===== config.mk =====
export PLATFORM = sky130hd
export DESIGN_NAME = drift_diffusion_trial_accumulator_flat
export DESIGN_NICKNAME = d
export VERILOG_FILES = /design/src/hdl/ddta_pkg.sv /design/src/hdl/ddta_if.sv /design/src/hdl/drift_diffusion_trial_accumulator.sv /design/src/flat_wrapper.sv
export SDC_FILE = /design/constraint.sdc
export NUM_CORES = 2
export LEC_CHECK = 0
export BUFFER_PORTS_ARGS = -buffer_cell sky130_fd_sc_hd__buf_2
export CAP_MARGIN = 40
export CORE_ASPECT_RATIO = 0.5
export CORE_MARGIN = 2
export CORE_UTILIZATION = 38
export CTS_BUF_LIST = sky130_fd_sc_hd__clkbuf_8
export CTS_CLUSTER_SIZE = 28
export DETAILED_ROUTE_END_ITERATION = 16
export SYNTH_ARGS = -nofsm -noshare
export SYNTH_HDL_FRONTEND = slang
export SYNTH_SLANG_ARGS = --single-unit
export TNS_END_PERCENT = 50

===== constraint.sdc =====
create_clock -name clk_i -period 11.7 [get_ports clk_i]
set_input_delay 0.585 -clock clk_i [delete_from_list [all_inputs] [get_ports clk_i]]
set_output_delay 0.585 -clock clk_i [all_outputs]
set_load 0.05 [all_outputs]

===== src/hdl/ddta_pkg.sv =====
package ddta_pkg;

  localparam int unsigned CfgIdxW  = 3;
  localparam int unsigned CfgDataW = 32;
  localparam int unsigned NoiseW   = 16;
  localparam int unsigned GainW    = 24;
  localparam int unsigned BoundW   = 31;
  localparam int unsigned CountW   = 16;
  localparam int unsigned TimeW    = 32;

  localparam logic [BoundW-1:0] BoundaryRst = 31'd65536;

  typedef logic signed [31:0] q16_t;
  typedef logic [TimeW-1:0]   time_t;

  typedef enum logic [CfgIdxW-1:0] {
    CFG_DRIFT      = 3'd0,
    CFG_POST_DRIFT = 3'd1,
    CFG_NOISE_GAIN = 3'd2,
    CFG_BOUNDARY   = 3'd3,
    CFG_START      = 3'd4,
    CFG_POST_STEPS = 3'd5,
    CFG_NDT_TICKS  = 3'd6
  } cfg_idx_e;

endpackage


===== src/hdl/ddta_if.sv =====
interface ddta_noise_if import ddta_pkg::*; ();
  logic                     valid;
  logic                     ready;
  logic signed [NoiseW-1:0] noise_sample;

  modport source(output valid, output noise_sample, input ready);
  modport sink(input valid, input noise_sample, output ready);
endinterface

interface ddta_result_if import ddta_pkg::*; ();
  logic  valid;
  logic  ready;
  time_t decision_time;
  logic  response_upper;
  logic  correct;
  q16_t  final_evidence;
  time_t final_time;
  q16_t  confidence;

  modport source(output valid, output decision_time, output response_upper, output correct,
                 output final_evidence, output final_time, output confidence, input ready);
  modport sink(input valid, input decision_time, input response_upper, input correct,
               input final_evidence, input final_time, input confidence, output ready);
endinterface


===== src/hdl/drift_diffusion_trial_accumulator.sv =====
// A noise request is scaled into the scaled-noise register nz_q when taken, stage B
// then updates the evidence from it, and a finished trial goes to the result register.
// Throughput: one noise request per cycle unless a trial end meets a stalled result;
// nz_q decouples input from a stalled result; one request is taken while it waits.
// Reset (rst_ni low, async): registers take their documented values, evidence is zero.
module drift_diffusion_trial_accumulator import ddta_pkg::*; (
  input  logic                clk_i,
  input  logic                rst_ni,
  input  logic                cfg_we_i,
  input  logic [CfgIdxW-1:0]  cfg_idx_i,
  input  logic [CfgDataW-1:0] cfg_wdata_i,
  ddta_noise_if.sink          noise_i,
  ddta_result_if.source       result_o
);

  // configuration
  q16_t              drift_q;
  q16_t              post_drift_q;
  logic [GainW-1:0]  gain_q;
  logic [BoundW-1:0] bound_q;
  q16_t              start_q;
  logic [CountW-1:0] post_steps_q;
  logic [CountW-1:0] ndt_q;

  always_ff @(posedge clk_i or negedge rst_ni) begin
    if (!rst_ni) begin
      drift_q      <= '0;
      post_drift_q <= '0;
      gain_q       <= '0;
      bound_q      <= BoundaryRst;
      start_q      <= '0;
      post_steps_q <= '0;
      ndt_q        <= '0;
    end else if (cfg_we_i) begin
      unique case (cfg_idx_e'(cfg_idx_i))
        CFG_DRIFT:      drift_q      <= cfg_wdata_i;
        CFG_POST_DRIFT: post_drift_q <= cfg_wdata_i;
        CFG_NOISE_GAIN: gain_q       <= cfg_wdata_i[GainW-1:0];
        CFG_BOUNDARY:   bound_q      <= cfg_wdata_i[BoundW-1:0];
        CFG_START:      start_q      <= cfg_wdata_i;
        CFG_POST_STEPS: post_steps_q <= cfg_wdata_i[CountW-1:0];
        CFG_NDT_TICKS:  ndt_q        <= cfg_wdata_i[CountW-1:0];
        default: ;
      endcase
    end
  end

  // stage A: noise scaling
  logic               a_fire;
  logic               b_fire;
  logic               nz_v_q;
  logic signed [27:0] nz_q;
  logic signed [40:0] prod_w;

  assign noise_i.ready = !nz_v_q || b_fire;
  assign a_fire        = noise_i.valid && noise_i.ready;
  assign prod_w        = $signed({1'b0, gain_q}) * noise_i.noise_sample;

  always_ff @(posedge clk_i or negedge rst_ni) begin
    if (!rst_ni) begin
      nz_v_q <= 1'b0;
    end else if (a_fire) begin
      nz_v_q <= 1'b1;
    end else if (b_fire) begin
      nz_v_q <= 1'b0;
    end
  end

  always_ff @(posedge clk_i) begin
    if (a_fire) begin
      nz_q <= prod_w[39:12];
    end
  end

  // stage B: evidence update
  q16_t              ev_q;
  time_t             tick_q;
  logic [CountW-1:0] post_q;
  logic              post_phase_q;
  logic              resp_q;
  logic              corr_q;

  q16_t              step_w;
  logic [33:0]       sum_w;
  q16_t              sat_w;
  q16_t              bound_s;
  q16_t              neg_bound;
  logic              hit_up;
  logic              hit_lo;
  time_t             tick_inc;
  logic [CountW-1:0] post_inc;

  q16_t              ev_n;
  time_t             tick_n;
  logic [CountW-1:0] post_n;
  logic              phase_n;
  logic              resp_n;
  logic              corr_n;
  logic              emit_w;

  logic              out_v_q;
  logic              out_free;

  assign step_w    = post_phase_q ? post_drift_q : drift_q;
  assign sum_w     = {{2{ev_q[31]}}, ev_q} + {{2{step_w[31]}}, step_w} + {{6{nz_q[27]}}, nz_q};
  assign bound_s   = $signed({1'b0, bound_q});
  assign neg_bound = -bound_s;
  assign tick_inc  = (&tick_q) ? tick_q : tick_q + 32'd1;
  assign post_inc  = (&post_q) ? post_q : post_q + 16'd1;

  always_comb begin
    if (sum_w[33:31] == 3'b000 || sum_w[33:31] == 3'b111) begin
      sat_w = sum_w[31:0];
    end else if (sum_w[33]) begin
      sat_w = 32'sh8000_0000;
    end else begin
      sat_w = 32'sh7fff_ffff;
    end
  end

  assign hit_up = !post_phase_q && (sat_w >= bound_s);
  assign hit_lo = !post_phase_q && !hit_up && (sat_w <= neg_bound);

  always_comb begin
    ev_n    = sat_w;
    tick_n  = tick_q;
    post_n  = post_q;
    phase_n = post_phase_q;
    resp_n  = resp_q;
    corr_n  = corr_q;
    emit_w  = 1'b0;
    if (post_phase_q) begin
      post_n = post_inc;
      emit_w = post_inc >= post_steps_q;
    end else begin
      tick_n = tick_inc;
      if (hit_up) begin
        ev_n    = bound_s;
        resp_n  = 1'b1;
        corr_n  = !drift_q[31] && (drift_q != '0);
        phase_n = 1'b1;
        post_n  = '0;
        emit_w  = post_steps_q == '0;
      end else if (hit_lo) begin
        ev_n    = neg_bound;
        resp_n  = 1'b0;
        corr_n  = drift_q[31];
        phase_n = 1'b1;
        post_n  = '0;
        emit_w  = post_steps_q == '0;
      end
    end
  end

  assign out_free = !out_v_q || result_o.ready;
  assign b_fire   = nz_v_q && (!emit_w || out_free);

  always_ff @(posedge clk_i or negedge rst_ni) begin
    if (!rst_ni) begin
      ev_q         <= '0;
      tick_q       <= '0;
      post_q       <= '0;
      post_phase_q <= 1'b0;
      resp_q       <= 1'b0;
      corr_q       <= 1'b0;
    end else if (b_fire) begin
      if (emit_w) begin
        ev_q         <= start_q;
        tick_q       <= '0;
        post_q       <= '0;
        post_phase_q <= 1'b0;
        resp_q       <= 1'b0;
        corr_q       <= 1'b0;
      end else begin
        ev_q         <= ev_n;
        tick_q       <= tick_n;
        post_q       <= post_n;
        post_phase_q <= phase_n;
        resp_q       <= resp_n;
        corr_q       <= corr_n;
      end
    end
  end

  // result register
  q16_t              out_ev_q;
  time_t             out_tick_q;
  logic [CountW-1:0] out_post_q;
  logic              out_resp_q;
  logic              out_corr_q;

  always_ff @(posedge clk_i or negedge rst_ni) begin
    if (!rst_ni) begin
      out_v_q <= 1'b0;
    end else if (b_fire && emit_w) begin
      out_v_q <= 1'b1;
    end else if (result_o.ready) begin
      out_v_q <= 1'b0;
    end
  end

  always_ff @(posedge clk_i) begin
    if (b_fire && emit_w) begin
      out_ev_q   <= ev_n;
      out_tick_q <= tick_n;
      out_post_q <= post_n;
      out_resp_q <= resp_n;
      out_corr_q <= corr_n;
    end
  end

  // result formatting; the user must keep configuration stable while a result is pending (not enforced here)
  logic [TimeW:0] dt_sum;
  logic [TimeW:0] tp_sum;
  time_t          tp_sat;
  logic [TimeW:0] ft_sum;
  logic [32:0]    conf_diff;

  assign dt_sum    = {1'b0, out_tick_q} + {17'b0, ndt_q};
  assign tp_sum    = {1'b0, out_tick_q} + {17'b0, out_post_q};
  assign tp_sat    = tp_sum[TimeW] ? '1 : tp_sum[TimeW-1:0];
  assign ft_sum    = {1'b0, tp_sat} + {17'b0, ndt_q};
  assign conf_diff = out_resp_q ? {out_ev_q[31], out_ev_q} - {2'b00, bound_q}
                                : {2'b00, bound_q} - {out_ev_q[31], out_ev_q};

  assign result_o.valid          = out_v_q;
  assign result_o.decision_time  = dt_sum[TimeW] ? '1 : dt_sum[TimeW-1:0];
  assign result_o.final_time     = ft_sum[TimeW] ? '1 : ft_sum[TimeW-1:0];
  assign result_o.response_upper = out_resp_q;
  assign result_o.correct        = out_corr_q;
  assign result_o.final_evidence = out_ev_q;

  always_comb begin
    if (conf_diff[32] == conf_diff[31]) begin
      result_o.confidence = conf_diff[31:0];
    end else if (conf_diff[32]) begin
      result_o.confidence = 32'sh8000_0000;
    end else begin
      result_o.confidence = 32'sh7fff_ffff;
    end
  end

  // checks
  a_restart_after_emit: assert property (@(posedge clk_i) disable iff (!rst_ni)
    (b_fire && emit_w) |=> (tick_q == '0 && post_q == '0 && !post_phase_q))
    else $error("trial state not restarted after result");

  a_post_count_phase: assert property (@(posedge clk_i) disable iff (!rst_ni)
    (post_q != '0) |-> post_phase_q)
    else $error("post count running outside post phase");

  a_post_phase_ticks: assert property (@(posedge clk_i) disable iff (!rst_ni)
    post_phase_q |-> (tick_q != '0))
    else $error("post phase entered without a decision tick");

  a_no_result_overrun: assert property (@(posedge clk_i) disable iff (!rst_ni)
    (out_v_q && !result_o.ready) |-> !(b_fire && emit_w))
    else $error("pending result overwritten");

endmodule


===== src/flat_wrapper.sv =====
// flat-port wrapper written by rule: the top's interface ports become plain ports
module drift_diffusion_trial_accumulator_flat import ddta_pkg::*;
  (clk_i, rst_ni, cfg_we_i, cfg_idx_i, cfg_wdata_i, noise_i_valid, noise_i_noise_sample, noise_i_ready, result_o_valid, result_o_decision_time, result_o_response_upper, result_o_correct, result_o_final_evidence, result_o_final_time, result_o_confidence, result_o_ready);
  ddta_noise_if noise_i_i ();
  ddta_result_if result_o_i ();
  input  logic clk_i;
  input  logic rst_ni;
  input  logic cfg_we_i;
  input  logic [CfgIdxW-1:0] cfg_idx_i;
  input  logic [CfgDataW-1:0] cfg_wdata_i;
  input wire logic [$bits(noise_i_i.valid)-1:0] noise_i_valid;
  input wire logic [$bits(noise_i_i.noise_sample)-1:0] noise_i_noise_sample;
  output wire logic [$bits(noise_i_i.ready)-1:0] noise_i_ready;
  output wire logic [$bits(result_o_i.valid)-1:0] result_o_valid;
  output wire logic [$bits(result_o_i.decision_time)-1:0] result_o_decision_time;
  output wire logic [$bits(result_o_i.response_upper)-1:0] result_o_response_upper;
  output wire logic [$bits(result_o_i.correct)-1:0] result_o_correct;
  output wire logic [$bits(result_o_i.final_evidence)-1:0] result_o_final_evidence;
  output wire logic [$bits(result_o_i.final_time)-1:0] result_o_final_time;
  output wire logic [$bits(result_o_i.confidence)-1:0] result_o_confidence;
  input wire logic [$bits(result_o_i.ready)-1:0] result_o_ready;
  assign noise_i_i.valid = noise_i_valid;
  assign noise_i_i.noise_sample = noise_i_noise_sample;
  assign noise_i_ready = noise_i_i.ready;
  assign result_o_valid = result_o_i.valid;
  assign result_o_decision_time = result_o_i.decision_time;
  assign result_o_response_upper = result_o_i.response_upper;
  assign result_o_correct = result_o_i.correct;
  assign result_o_final_evidence = result_o_i.final_evidence;
  assign result_o_final_time = result_o_i.final_time;
  assign result_o_confidence = result_o_i.confidence;
  assign result_o_i.ready = result_o_ready;
  drift_diffusion_trial_accumulator u_core (.clk_i(clk_i), .rst_ni(rst_ni), .cfg_we_i(cfg_we_i), .cfg_idx_i(cfg_idx_i), .cfg_wdata_i(cfg_wdata_i), .noise_i(noise_i_i), .result_o(result_o_i));
endmodule

==> out/qor.yml <==
cells_and_area:
  fin_nets: 5350
  area_growth_pct: 8.93
  fin_cells: 6085
  drive_gt1_share_pct: 13.5
worst_setup_path:
  cp-startpoint: "u_core.post_phase_q$_DFFE_PN0P_"
  cp.depth: 36
  r2r_start: "u_core.post_phase_q$_DFFE_PN0P_"
  critPathSlowestCell: "dfrtp_4"
  critPathMaxStageDelay_ps: 650
  reg2reg_depth: 39
  critPathMaxFanout: 30
  critPathCaptureType: "primary output"
  endpoint: "noise_i_ready"
  path_delay_family: "compound AO/OA/AOI/OAI gates"
  crit_path_start_kind: "flop"
  critPathBufInv: 4
  r2r_end: "u_core.ev_q[7]$_DFFE_PN0P_"
  crit_type: "reg -> out"
  r2r_slack_ps: 1280
  arrival_ps: 10120
  cp.required_ps: 11120
grt:
  grt_util_all_layers_pct: 23.2
  grt_pass1_wl_um: 202000
  grt_max_degree: 173
  antenna_found_initial: 15
  globalRoute.totalOverflow: 0
  grt_pass1_vias: 34500
sta:
  finalSetupViolCount: 0
  hold_violations: 0
  drv_slew: 0
  max_freq_mhz: 93.5
  finalCritPeriodShare_pct: 91.5
  period_minus_slack_ps: 10700
  maxSlewHeadroom_pct: 27.9
  tightestPinTransition_ps: 1080
  rsz0062_at_grt: "no"
  setup_tns_ps: 0
  clock_skew_ps: 62.0
logic_synthesis:
  synth_area_leader_cell: "dfrtp_1"
  synthTopCellsByCount: "inv_1 (498), nand2_1 (455), ha_1 (387), fa_1 (312), dfrtp_1 (267)"
  synth_edf_count: 110
  yosysWarnings: 0
  synth_area_mm2: 0.0411
  ys_seq_elements: 378
  synth_cells: 4482
  yosysSeqAreaShare_pct: 24.3
  syn_nets: 5237
  synth.most_common_cell: "inv_1"
  yosysTopAreaCellShare_pct: 16.2
  synth-main-ff-cell: "dfrtp_1"
  syn-mean-instance-area_um2: 9.18
  synth.area.top_cells: "dfrtp_1 (16%), fa_1 (15%), ha_1 (12%)"
  synthArstFlopShare_pct: 70.9
  synth_cell_types: 100
floorplan:
  initial_utilization_pct: 38.3
  ioPinCount: 188
  rows: 85
  die-area_mm2: 0.111
  dieHeight_um: 237
  core_area_mm2: 0.107
  die_x_um: 469
min_path:
  hold_class: "in -> reg"
flow_run:
  max_cap_viol_count: 0
clock_network:
  cts_tree: "built"
  cts.repair.resized: 0
  cts.path.max_buffers: 3
  htree_levels: 3
  clock_latency_ps: 660
  cts_buffers: 67
  cts.clk_slew.worst_paths_ps: 60
  clock-sinks: 378
  cts_root_buf: "clkbuf_8"
placement:
  portBuffers: 187
  dp_hpwl_um: 99600
  place_congestion: 0.931
  numPlacedInstances: 5960
drt:
  drc: 0
  drt_iter0_markers: 2906
  via_per_inst: 5.59
  via_count: 34000
  drtPass1Iterations: 8
  antenna_left: 0
  avgRoutedWirePerCell_um: 21.4
  drt_wl_total_um: 130000
run_status:
  status: "complete, no violations"
## stage by stage
step	area [µm²]	setup slack, ps	utilization (%)	hold WS (ps)
after floorplan	41100	727	-	289
after global placement	43500	1260	40.5	483
after detailed placement	43600	1590	40.6	483
after CTS	44800	1060	41.7	138
after global routing	44800	313	41.7	175
final	44800	1000	41.7	191
## per-layer routing
| layer | part of all wire, % | vias to the layer above | global-route usage (%) |
|---|---|---|---|
| li1 | - | 15700 | - |
| met1 | 47 | 16900 | 34.1 |
| met2 | 43 | 1231 | 35.4 |
| met3 | 7.2 | 191 | 3.47 |
| met4 | 2.3 | 8 | 6.01 |
| met5 | 0.032 | - | 0 |
## placed cells by master, fill, tap and decap left out, drive strengths merged, types with 168 or more instances in the layout
master,n
inv,529
nand2,456
ha,387
fa,312
dfrtp,267
a21oi,258
nor2,238
buf,236
mux2,223
o21ai,214
xnor2,168
## registers in the layout, summed over array words and instances (netlist names)
register	count
u_core.bound_q	31
u_core.corr_q	1
u_core.drift_q	32
u_core.ev_q	32
u_core.gain_q	24
u_core.ndt_q	16
u_core.nz_q	28
u_core.nz_v_q	1
u_core.out_post_q	16
u_core.out_tick_q	32
u_core.post_drift_q	32
u_core.post_phase_q	1
u_core.post_q	16
u_core.post_steps_q	16
u_core.resp_q	1
u_core.result_o.correct	1
u_core.result_o.final_evidence	32
u_core.result_o.response_upper	1
u_core.result_o.valid	1
u_core.start_q	32
u_core.tick_q	32
## area by class of cell
class,instances,area [µm²]
Fill cell,10600,62600
Multi-Input combinational cell,3412,28500
Sequential cell,378,10000
Inverter,499,1870
Tap cell,1435,1800
Timing Repair Buffer,237,1380
Clock buffer,73,1000
Clock inverter,48,221
Antenna cell,3,7.51
## what timing repair did
item | CTS | global route
setup buffers | 0 | 0
hold buffers | 1 | 0
hold endpoints to repair | 14 | 0
## how the worst min path moves through the flow
stage,startpoint,end,slack [ps],depth (start not counted)
after global placement,u_core.resp_q$_DFFE_PN0P_,u_core.resp_q$_DFFE_PN0P_,480,1
after floorplan,rst_ni,u_core.bound_q[0]$_DFFE_PN0P_,290,0
after CTS,noise_i_valid,u_core.nz_v_q$_DFFE_PN0P_,140,2
after detailed placement,u_core.resp_q$_DFFE_PN0P_,u_core.resp_q$_DFFE_PN0P_,480,1
after global routing,cfg_wdata_i[31],u_core.post_drift_q[31]$_DFFE_PN0P_,180,2
final,noise_i_valid,u_core.nz_v_q$_DFFE_PN0P_,190,2
## cells by family (layout without fill, tap and decap cells)
| group | after synthesis | in the layout | synth area share (%) |
|---|---|---|---|
| AO/OA/AOI/OAI | 923 | 923 | 14.8 |
| XOR/XNOR | 238 | 238 | 5.11 |
| adder cells (fa/ha/maj) | 702 | 702 | 27.0 |
| buffers and inverters | 692 | 857 | 6.48 |
| flip-flops | 378 | 378 | 24.3 |
| multiplexers | 242 | 242 | 6.57 |
| other | 0 | 3 | 0 |
| AND/OR/NAND/NOR | 1307 | 1307 | 15.7 |
Power is not shown: default switching activity piles up to over one toggle a cycle in this logic, so the estimate is an artifact.
